$ cat src/rtl/sorted_slot_list_engine_macros.svh
// assertion macros for the asserting top-level file
`ifndef SORTED_SLOT_LIST_ENGINE_MACROS_SVH
`define SORTED_SLOT_LIST_ENGINE_MACROS_SVH

// same-cycle implication, held off during reset
`define SSLE_ASSERT_IMP(lbl, clk, rstn, ante, cons, msg) \
  lbl: assert property (@(posedge clk) disable iff (!(rstn)) (ante) |-> (cons)) \
    else $error(msg);

// next-cycle implication, held off during reset
`define SSLE_ASSERT_NXT(lbl, clk, rstn, ante, cons, msg) \
  lbl: assert property (@(posedge clk) disable iff (!(rstn)) (ante) |=> (cons)) \
    else $error(msg);

`endif

$ cat src/rtl/ssle_pkg.sv
// shared types and constants of the sorted slot list engine
package ssle_pkg;

  localparam int KEY_W  = 16;
  localparam int REC_W  = 16;
  localparam int POS_W  = 4;
  localparam int SIZE_W = 5;

  localparam logic [SIZE_W-1:0] LIST_SIZE_RST = 5'd16;

  typedef enum logic [1:0] {
    ACT_INS_POS  = 2'd0,
    ACT_INS_SORT = 2'd1,
    ACT_REMOVE   = 2'd2,
    ACT_READ     = 2'd3
  } action_t;

  typedef enum logic [2:0] {
    ST_OK       = 3'd0,
    ST_BADPOS   = 3'd1,
    ST_FULL     = 3'd2,
    ST_EMPTY    = 3'd3,
    ST_NOTFOUND = 3'd4
  } status_t;

  // controller to datapath commands
  typedef struct packed {
    logic load;   // capture the input word
    logic find;   // compare all slots, register hit vector and status
    logic apply;  // shift slots and load the result word
  } dp_cmd_t;

endpackage

$ cat src/rtl/ssle_ctrl.sv
// controller: sequences accept, find and apply, owns the input and result handshakes
module ssle_ctrl (
  input  logic              clk,
  input  logic              rst_n,
  input  logic              in_valid,
  output logic              in_ready,
  output logic              out_valid,
  input  logic              out_ready,
  output ssle_pkg::dp_cmd_t cmd
);

  typedef enum logic [2:0] {
    S_IDLE  = 3'b001,
    S_FIND  = 3'b010,
    S_APPLY = 3'b100
  } state_t;

  state_t state_r, state_nxt;
  logic   out_valid_r, out_valid_nxt;
  logic   out_free;
  logic   accept;
  logic   apply;

  assign out_free = !out_valid_r || out_ready;
  assign apply    = (state_r == S_APPLY) && out_free;
  assign in_ready = (state_r == S_IDLE) || apply;
  assign accept   = in_valid && in_ready;

  always_comb begin
    state_nxt = state_r;
    case (state_r)
      S_IDLE: begin
        if (accept) state_nxt = S_FIND;
      end
      S_FIND: begin
        state_nxt = S_APPLY;
      end
      S_APPLY: begin
        if (apply) state_nxt = accept ? S_FIND : S_IDLE;
      end
      default: begin
        state_nxt = S_IDLE;
      end
    endcase
  end

  always_comb begin
    if (apply) out_valid_nxt = 1'b1;
    else if (out_ready) out_valid_nxt = 1'b0;
    else out_valid_nxt = out_valid_r;
  end

  always_ff @(posedge clk) begin
    if (!rst_n) begin
      state_r     <= S_IDLE;
      out_valid_r <= 1'b0;
    end else begin
      state_r     <= state_nxt;
      out_valid_r <= out_valid_nxt;
    end
  end

  assign out_valid = out_valid_r;
  assign cmd.load  = accept;
  assign cmd.find  = (state_r == S_FIND);
  assign cmd.apply = apply;

endmodule

$ cat src/rtl/ssle_dp.sv
// datapath: slot registers, parallel compare, shift network and result register
module ssle_dp #(
  parameter int CAPACITY = 16
) (
  input  logic                               clk,
  input  logic                               rst_n,
  input  ssle_pkg::dp_cmd_t                  cmd,
  input  logic [ssle_pkg::SIZE_W-1:0]        list_size,
  input  logic [1:0]                         in_action,
  input  logic [ssle_pkg::POS_W-1:0]         in_position,
  input  logic [ssle_pkg::KEY_W-1:0]         in_key,
  input  logic [ssle_pkg::REC_W-1:0]         in_record_handle,
  output logic [2:0]                         out_status,
  output logic                               out_slot_valid,
  output logic [ssle_pkg::KEY_W-1:0]         out_key,
  output logic [ssle_pkg::REC_W-1:0]         out_record,
  output logic                               out_is_empty,
  output logic                               out_is_full
);

  localparam int NW = $clog2(CAPACITY + 1);
  localparam int CW = (NW > ssle_pkg::SIZE_W) ? NW : ssle_pkg::SIZE_W;

  // captured input word
  ssle_pkg::action_t               act_r;
  logic [ssle_pkg::POS_W-1:0]      pos_r;
  logic [ssle_pkg::KEY_W-1:0]      key_r;
  logic [ssle_pkg::REC_W-1:0]      rec_r;

  // slots
  logic [ssle_pkg::KEY_W-1:0]      slot_key_r [CAPACITY];
  logic [ssle_pkg::REC_W-1:0]      slot_rec_r [CAPACITY];
  logic [CAPACITY-1:0]             slot_used_r;
  logic [ssle_pkg::KEY_W-1:0]      slot_key_nxt [CAPACITY];
  logic [ssle_pkg::REC_W-1:0]      slot_rec_nxt [CAPACITY];
  logic [CAPACITY-1:0]             slot_used_nxt;

  // find stage
  logic [CAPACITY-1:0]             hit_c, hit_r;
  ssle_pkg::status_t               st_c, st_r;

  logic [CW-1:0]                   size_w, n_w, pos_w;
  logic                            pos_bad;
  logic [CAPACITY-1:0]             in_rng, at_pos, is_last;
  logic                            any_hit, used_last;

  // apply stage
  logic [CAPACITY-1:0]             hit_neg, ge, first;
  logic                            ok;
  logic [ssle_pkg::KEY_W-1:0]      sel_key;
  logic [ssle_pkg::REC_W-1:0]      sel_rec;
  logic                            sel_used;

  // effective list size, clamped to 1..CAPACITY
  always_comb begin
    size_w = CW'(list_size);
    if (size_w == '0) n_w = CW'(1);
    else if (size_w > CW'(CAPACITY)) n_w = CW'(CAPACITY);
    else n_w = size_w;
  end

  assign pos_w   = CW'(pos_r);
  assign pos_bad = (pos_w >= n_w);

  genvar gi;
  generate
    for (gi = 0; gi < CAPACITY; gi++) begin : g_cmp
      assign in_rng[gi]  = (CW'(gi) < n_w);
      assign at_pos[gi]  = (CW'(gi) == pos_w);
      assign is_last[gi] = (CW'(gi + 1) == n_w);

      always_comb begin
        case (act_r)
          ssle_pkg::ACT_INS_SORT: begin
            // walk stops at the first free slot or key not above the new one
            hit_c[gi] = in_rng[gi] && (!slot_used_r[gi] || !(key_r < slot_key_r[gi]));
          end
          ssle_pkg::ACT_REMOVE: begin
            hit_c[gi] = in_rng[gi] && slot_used_r[gi] && (slot_key_r[gi] == key_r);
          end
          default: begin
            hit_c[gi] = at_pos[gi];
          end
        endcase
      end
    end
  endgenerate

  assign any_hit   = |hit_c;
  assign used_last = |(slot_used_r & is_last);

  always_comb begin
    st_c = ssle_pkg::ST_OK;
    case (act_r)
      ssle_pkg::ACT_INS_POS: begin
        if (pos_bad) st_c = ssle_pkg::ST_BADPOS;
        else if (used_last) st_c = ssle_pkg::ST_FULL;
      end
      ssle_pkg::ACT_INS_SORT: begin
        if (!any_hit) st_c = ssle_pkg::ST_BADPOS;
        else if (used_last) st_c = ssle_pkg::ST_FULL;
      end
      ssle_pkg::ACT_REMOVE: begin
        if (!slot_used_r[0]) st_c = ssle_pkg::ST_EMPTY;
        else if (!any_hit) st_c = ssle_pkg::ST_NOTFOUND;
      end
      ssle_pkg::ACT_READ: begin
        if (pos_bad) st_c = ssle_pkg::ST_BADPOS;
      end
      default: begin
        st_c = ssle_pkg::ST_OK;
      end
    endcase
  end

  // lowest hit and everything above it from one negate
  assign hit_neg = ~hit_r + {{(CAPACITY-1){1'b0}}, 1'b1};
  assign ge      = hit_r | hit_neg;
  assign first   = hit_r & hit_neg;
  assign ok      = (st_r == ssle_pkg::ST_OK);

  generate
    for (gi = 0; gi < CAPACITY; gi++) begin : g_cell
      logic [ssle_pkg::KEY_W-1:0] dn_key, up_key;
      logic [ssle_pkg::REC_W-1:0] dn_rec, up_rec;
      logic                       dn_used, up_used;

      if (gi > 0) begin : g_dn
        assign dn_key  = slot_key_r[gi-1];
        assign dn_rec  = slot_rec_r[gi-1];
        assign dn_used = slot_used_r[gi-1];
      end else begin : g_dn0
        assign dn_key  = slot_key_r[gi];
        assign dn_rec  = slot_rec_r[gi];
        assign dn_used = slot_used_r[gi];
      end

      if (gi < CAPACITY - 1) begin : g_up
        assign up_key  = slot_key_r[gi+1];
        assign up_rec  = slot_rec_r[gi+1];
        assign up_used = slot_used_r[gi+1];
      end else begin : g_up0
        assign up_key  = slot_key_r[gi];
        assign up_rec  = slot_rec_r[gi];
        assign up_used = slot_used_r[gi];
      end

      always_comb begin
        slot_key_nxt[gi]  = slot_key_r[gi];
        slot_rec_nxt[gi]  = slot_rec_r[gi];
        slot_used_nxt[gi] = slot_used_r[gi];
        if (ok && in_rng[gi]) begin
          case (act_r)
            ssle_pkg::ACT_INS_POS, ssle_pkg::ACT_INS_SORT: begin
              if (first[gi]) begin
                slot_key_nxt[gi]  = key_r;
                slot_rec_nxt[gi]  = rec_r;
                slot_used_nxt[gi] = 1'b1;
              end else if (ge[gi]) begin
                slot_key_nxt[gi]  = dn_key;
                slot_rec_nxt[gi]  = dn_rec;
                slot_used_nxt[gi] = dn_used;
              end
            end
            ssle_pkg::ACT_REMOVE: begin
              if (ge[gi]) begin
                if (is_last[gi]) begin
                  slot_used_nxt[gi] = 1'b0;
                end else begin
                  slot_key_nxt[gi]  = up_key;
                  slot_rec_nxt[gi]  = up_rec;
                  slot_used_nxt[gi] = up_used;
                end
              end
            end
            default: begin
              slot_used_nxt[gi] = slot_used_r[gi];
            end
          endcase
        end
      end
    end
  endgenerate

  // one-hot select of the found slot
  always_comb begin
    sel_key = '0;
    sel_rec = '0;
    for (int i = 0; i < CAPACITY; i++) begin
      sel_key = sel_key | (slot_key_r[i] & {ssle_pkg::KEY_W{first[i]}});
      sel_rec = sel_rec | (slot_rec_r[i] & {ssle_pkg::REC_W{first[i]}});
    end
  end
  assign sel_used = |(first & slot_used_r);

  always_ff @(posedge clk) begin
    if (cmd.load) begin
      act_r <= ssle_pkg::action_t'(in_action);
      pos_r <= in_position;
      key_r <= in_key;
      rec_r <= in_record_handle;
    end
    if (cmd.find) begin
      hit_r <= hit_c;
      st_r  <= st_c;
    end
    if (cmd.apply) begin
      for (int i = 0; i < CAPACITY; i++) begin
        slot_key_r[i] <= slot_key_nxt[i];
        slot_rec_r[i] <= slot_rec_nxt[i];
      end
      out_status   <= st_r;
      out_is_empty <= !slot_used_nxt[0];
      out_is_full  <= |(slot_used_nxt & is_last);
      if (ok && act_r == ssle_pkg::ACT_REMOVE) begin
        out_slot_valid <= 1'b1;
        out_key        <= sel_key;
        out_record     <= sel_rec;
      end else if (ok && act_r == ssle_pkg::ACT_READ && sel_used) begin
        out_slot_valid <= 1'b1;
        out_key        <= sel_key;
        out_record     <= sel_rec;
      end else begin
        out_slot_valid <= 1'b0;
        out_key        <= '0;
        out_record     <= '0;
      end
    end
  end

  always_ff @(posedge clk) begin
    if (!rst_n) begin
      slot_used_r <= '0;
    end else if (cmd.apply) begin
      slot_used_r <= slot_used_nxt;
    end
  end

endmodule

$ cat src/rtl/sorted_slot_list_engine.sv
// Sorted slot list engine, top level.
// Input channel (in_*): one word per action - insert at position, sorted
// insert (descending keys), remove by key, read at index. Result channel
// (out_*): exactly one word per input word, in order, with a status code,
// the read or removed entry and the empty/full flags after the action.
// Config channel (cfg_*): writes list_size; always ready, write only while
// the engine is idle. list_size 0 acts as 1, above CAPACITY as CAPACITY.
// Path: the accepted word is registered, the find step compares all slots
// in parallel and registers the hit vector and status, and the apply step
// shifts the slots and loads the result register.
// A new word is taken while idle or in the cycle its predecessor's result
// is loaded, never while the previous word is still being compared.
// Stall: the result register holds until out_ready; the next word's update
// waits for the register to free, and no new word is accepted meanwhile.
// Reset (rst_n low, synchronous): all slots free, list_size back to 16,
// no result pending. Slot keys and records are not cleared.
`include "sorted_slot_list_engine_macros.svh"

module sorted_slot_list_engine #(
  parameter int CAPACITY = 16
) (
  input  logic        clk,
  input  logic        rst_n,
  input  logic        in_valid,
  output logic        in_ready,
  input  logic [1:0]  in_action,
  input  logic [3:0]  in_position,
  input  logic [15:0] in_key,
  input  logic [15:0] in_record_handle,
  output logic        out_valid,
  input  logic        out_ready,
  output logic [2:0]  out_status,
  output logic        out_slot_valid,
  output logic [15:0] out_key,
  output logic [15:0] out_record,
  output logic        out_is_empty,
  output logic        out_is_full,
  input  logic        cfg_valid,
  output logic        cfg_ready,
  input  logic [4:0]  cfg_list_size
);

  ssle_pkg::dp_cmd_t             cmd;
  logic [ssle_pkg::SIZE_W-1:0]   list_size_r;

  assign cfg_ready = 1'b1;

  always_ff @(posedge clk) begin
    if (!rst_n) begin
      list_size_r <= ssle_pkg::LIST_SIZE_RST;
    end else if (cfg_valid && cfg_ready) begin
      list_size_r <= cfg_list_size;
    end
  end

  ssle_ctrl u_ctrl (
    .clk       (clk),
    .rst_n     (rst_n),
    .in_valid  (in_valid),
    .in_ready  (in_ready),
    .out_valid (out_valid),
    .out_ready (out_ready),
    .cmd       (cmd)
  );

  ssle_dp #(
    .CAPACITY (CAPACITY)
  ) u_dp (
    .clk              (clk),
    .rst_n            (rst_n),
    .cmd              (cmd),
    .list_size        (list_size_r),
    .in_action        (in_action),
    .in_position      (in_position),
    .in_key           (in_key),
    .in_record_handle (in_record_handle),
    .out_status       (out_status),
    .out_slot_valid   (out_slot_valid),
    .out_key          (out_key),
    .out_record       (out_record),
    .out_is_empty     (out_is_empty),
    .out_is_full      (out_is_full)
  );

  // an accepted word blocks the input for its compare cycle
  `SSLE_ASSERT_NXT(a_no_accept_in_find, clk, rst_n, in_valid && in_ready, !in_ready, "input accepted during compare cycle")

  // a fresh result comes only from an accepted word after its compare and apply steps
  `SSLE_ASSERT_IMP(a_result_latency, clk, rst_n, $rose(out_valid), $past(in_valid && in_ready, 3), "result without matching accept")

  // errors never return an entry
  `SSLE_ASSERT_IMP(a_err_no_entry, clk, rst_n, out_valid && (out_status != ssle_pkg::ST_OK), !out_slot_valid, "entry returned with error status")

endmodule

$ cat config.mk
export PLATFORM = sky130hd
export DESIGN_NAME = sorted_slot_list_engine
export DESIGN_NICKNAME = d
export VERILOG_FILES = /design/src/rtl/ssle_pkg.sv /design/src/rtl/ssle_ctrl.sv /design/src/rtl/ssle_dp.sv /design/src/rtl/sorted_slot_list_engine.sv
export VERILOG_INCLUDE_DIRS = /design/src /design/src/rtl
export SDC_FILE = /design/constraint.sdc
export NUM_CORES = 2
export LEC_CHECK = 0
export BUFFER_PORTS_ARGS = -buffer_cell sky130_fd_sc_hd__buf_4
export CAP_MARGIN = 0
export CORE_MARGIN = 1.5
export CORE_UTILIZATION = 32
export DETAILED_ROUTE_END_ITERATION = 6
export SLEW_MARGIN = 20
export SYNTH_ARGS = -nofsm -noshare
export SYNTH_HDL_FRONTEND = slang
export SYNTH_SLANG_ARGS = --single-unit
$ cat constraint.sdc
create_clock -name clk -period 9.1 [get_ports clk]
set_input_delay 1.82 -clock clk [delete_from_list [all_inputs] [get_ports clk]]
set_output_delay 1.82 -clock clk [all_outputs]
set_load 0.05 [all_outputs]
==> flow_summary.toml <==
[setup_path]
worstPathArrival_ns = 4.71
crit_end = "u_dp.slot_rec_r[10][10]"
critical_path.endpoint_type = "flop"
required_ns = 9.36
startpoint_type = "input port"
r2r_cells = 10
path_max_fanout = 43
crit_path_start = "out_ready"
reg2reg_from = "u_dp.act_r[1]"
r2r_setup_slack_ns = 4.82
worstReg2RegEnd = "u_dp.out_is_full"
worstSetupPathType = "input port to flop"

[clock_tree]
h-tree-depth = 3
cts_sinks = 632
root_buffer = "clkbuf_16"
numCtsBuffers = 75
clk_pin_slew_worst_paths_ns = 0.06
cts_hold_buffers = 0
cts_tree = "yes"
cts_resized = 0
post_cts_buffers = 0
clock_latency_ns = 0.65
clockBufferDepth = 3

[status]
status = "finished clean"

[power_and_ir_drop]
pwr-share-clk = 0.450
switching_share = 0.246
p_leak_nw = 15.7
peakVddDrop_mv = 0.116
power_density_nw_per_um2 = 152
pwr-share-comb = 0.078
seqPwrFrac = 0.472
p_int_mw = 5.19
power_switching_mw = 1.70

[route]
viasPerCell = 5.63
first_iter_violations = 3718
drc = 0
wl_met2_um = 54400
met1_length_um = 56400
ant_nets = 0
wl_met3_um = 9230
avgRoutedWirePerCell_um = 21.3
vias = 32466
dr.max_layer_used = "met4"
first_pass_iters = 6
wl_um = 123000

[yosys]
yosysWarningCount = 0
syn_inst = 4137
synth_async_sr_flop_share = 0
synth_edf_count = 607
syn_area_per_cell_um2 = 9.89
synth_nets = 4449
synth_area_leaders = "edfxtp_1 45%, mux2i_1 9.6%, ha_1 8.1%"
synth.ff_latch_count = 632
netlist_area_um2 = 40900
synth_top_cell_area_share = 0.446
yosys.area.top_type = "edfxtp_1"
yosysUniqueCellTypes = 86
ys_seq_area_frac = 0.458
ys.flop_type = "edfxtp_1"

[timing]
hold_ws_ns = 0.549
finClkSkew_ns = 0.0251
period_minus_slack_ns = 4.45
setup_viol = 0
rsz0062_at_grt = "no"
drv_slew = 0
worstMarginPinSlew_ns = 1.09
fin_crit_sh = 0.489
hold_viol_final = 0
fmax_mhz = 225
relSlewSlack = 0.273
final.setup.tns_ns = 0

[layout]
fillers = 12627
fin_nets = 4374
drive_above_1_share = 0.0886
area_growth_syn_to_layout_pct = 11.1
num_antenna_cells = 0
utilization = 0.360

[floorplan]
core.rowCount = 130
die_w_um = 361
ios = 89
core_um2 = 126000
die_h_um = 361
die_area_um2 = 130000
initial_utilization = 0.324

[global_route]
track_usage = 0.183
antenna_found_initial = 0
grt_start_max_net_pins = 192
grt_pass1_vias = 30475
overflow = 0
grt_pass1_wl_um = 188000

[placement]
portBuffers = 87
dp_hpwl_um = 85900
gp_congestion = 0.878

[worst_hold_path]
hp-class = "flop to flop"

[run]
maxCapViolations = 0
==> routing by layer <==
layer | vias up | track usage
met5 | - | 0
met2 | 1282 | 0.280
met1 | 15733 | 0.268
met3 | 175 | 0.0240
met4 | 0 | 0.0539
li1 | 15276 | -
==> worst min-delay path by stage <==
stage	from	end	slack, ns	cells after the start
detailed placement	u_dp.st_r[1]	u_dp.out_status[1]	0.53	0
floorplan	u_dp.slot_used_r[0]	u_dp.slot_used_r[0]	0.49	2
CTS	u_dp.st_r[2]	u_dp.out_status[2]	0.55	0
global placement	u_dp.st_r[0]	u_dp.out_status[0]	0.52	0
global route	u_dp.st_r[2]	u_dp.out_status[2]	0.56	0
finish	u_dp.st_r[2]	u_dp.out_status[2]	0.55	0
==> power by group through the flow <==
stage	Combinational [mW]	Sequential, mW	Clock (mW)
floorplan	0.357	3.30	0
global placement	0.511	3.31	0
detailed placement	0.527	3.31	0
CTS	0.529	3.25	3.17
global route	0.598	3.25	3.26
finish	0.535	3.25	3.10
==> area by class of cell <==
type                    instances  area, um2  area share
clock buffers                  93       2000      0.0439
clock inverters                40        453     0.00996
inverters                     277       1040      0.0229
multi-input cells            2929      20000       0.440
flip-flops and latches        632      18700       0.412
well taps                    1650       2060      0.0454
repair buffers                147       1160      0.0255
==> cell families (layout without fill, tap and decap cells) <==
kind of cell / count (synthesis) / after routing / synth area share
other: 1 / 1 / 0.0000917
buffers and inverters: 576 / 557 / 0.0572
and+or+nand+nor: 1042 / 1042 / 0.114
muxes: 441 / 441 / 0.109
DFF: 632 / 632 / 0.458
AOI/OAI and AO/OA: 1181 / 1181 / 0.181
adders and majority gates: 264 / 264 / 0.0808
==> cells in the final DEF (no fill, tap or decap), types with 48 or more instances in the layout <==
| master | synthesis | final |
|---|---|---|
| inv_1 | 275 | 275 |
| nor2_1 | 171 | 162 |
| a21oi_1 | 251 | 251 |
| a221oi_1 | 68 | 68 |
| edfxtp_1 | 607 | 607 |
| nand2_1 | 573 | 572 |
| nand3_1 | 64 | 64 |
| a221o_1 | 48 | 48 |
| ha_1 | 264 | 263 |
| a22oi_1 | 58 | 58 |
| buf_4 | 23 | 142 |
| mux2_2 | 48 | 48 |
| mux2i_1 | 393 | 393 |
| nand4_1 | 55 | 55 |
| a211oi_1 | 98 | 96 |
| o21ai_0 | 467 | 467 |
| clkbuf_16 | 0 | 76 |
==> through the flow <==
stage	area [um2]	worst slack (ns)	power (mW)	cells
after floorplan	40900	0.950	3.65	4137
after global placement	42900	3.96	3.82	5632
after detailed placement	42900	3.94	3.84	5632
after CTS	45400	4.62	6.95	5765
after global routing	45500	4.41	7.11	5768
final	45500	4.65	6.89	5768
==> cells in the mapped netlist (all sizes together) (58+ instances only) <==
master,count
nand3,64
edfxtp,607
nand2,576
a221oi,68
nor2,178
inv,276
ha,264
o21ai,477
mux2i,393
a21oi,251
a22oi,58
a211oi,98
buf,105
clkbuf,194
==> flip-flops by register name, indices dropped and copies added (netlist names) <==
name                 cells
u_dp.out_is_full         1
u_dp.act_r               2
list_size_r              5
u_ctrl.state_r           3
u_dp.out_status          3
u_dp.out_key            16
u_dp.out_slot_valid      1
u_dp.slot_key_r        256
u_dp.rec_r              16
u_dp.slot_used_r        16
u_dp.pos_r               4
u_dp.slot_rec_r        256
u_dp.key_r              16
u_dp.out_is_empty        1
u_dp.st_r                3
u_ctrl.out_valid         1
u_dp.hit_r              16
u_dp.out_record         16
==> critical path: stages <==
cell,delay (ns)
buf_4,0.08
nand2b_1,0.13
nand2_1,0.47
inv_2,0.48
buf_4,0.59
nand2_1,0.22
nor2_4,0.84
(Power assumes the default switching activity.)
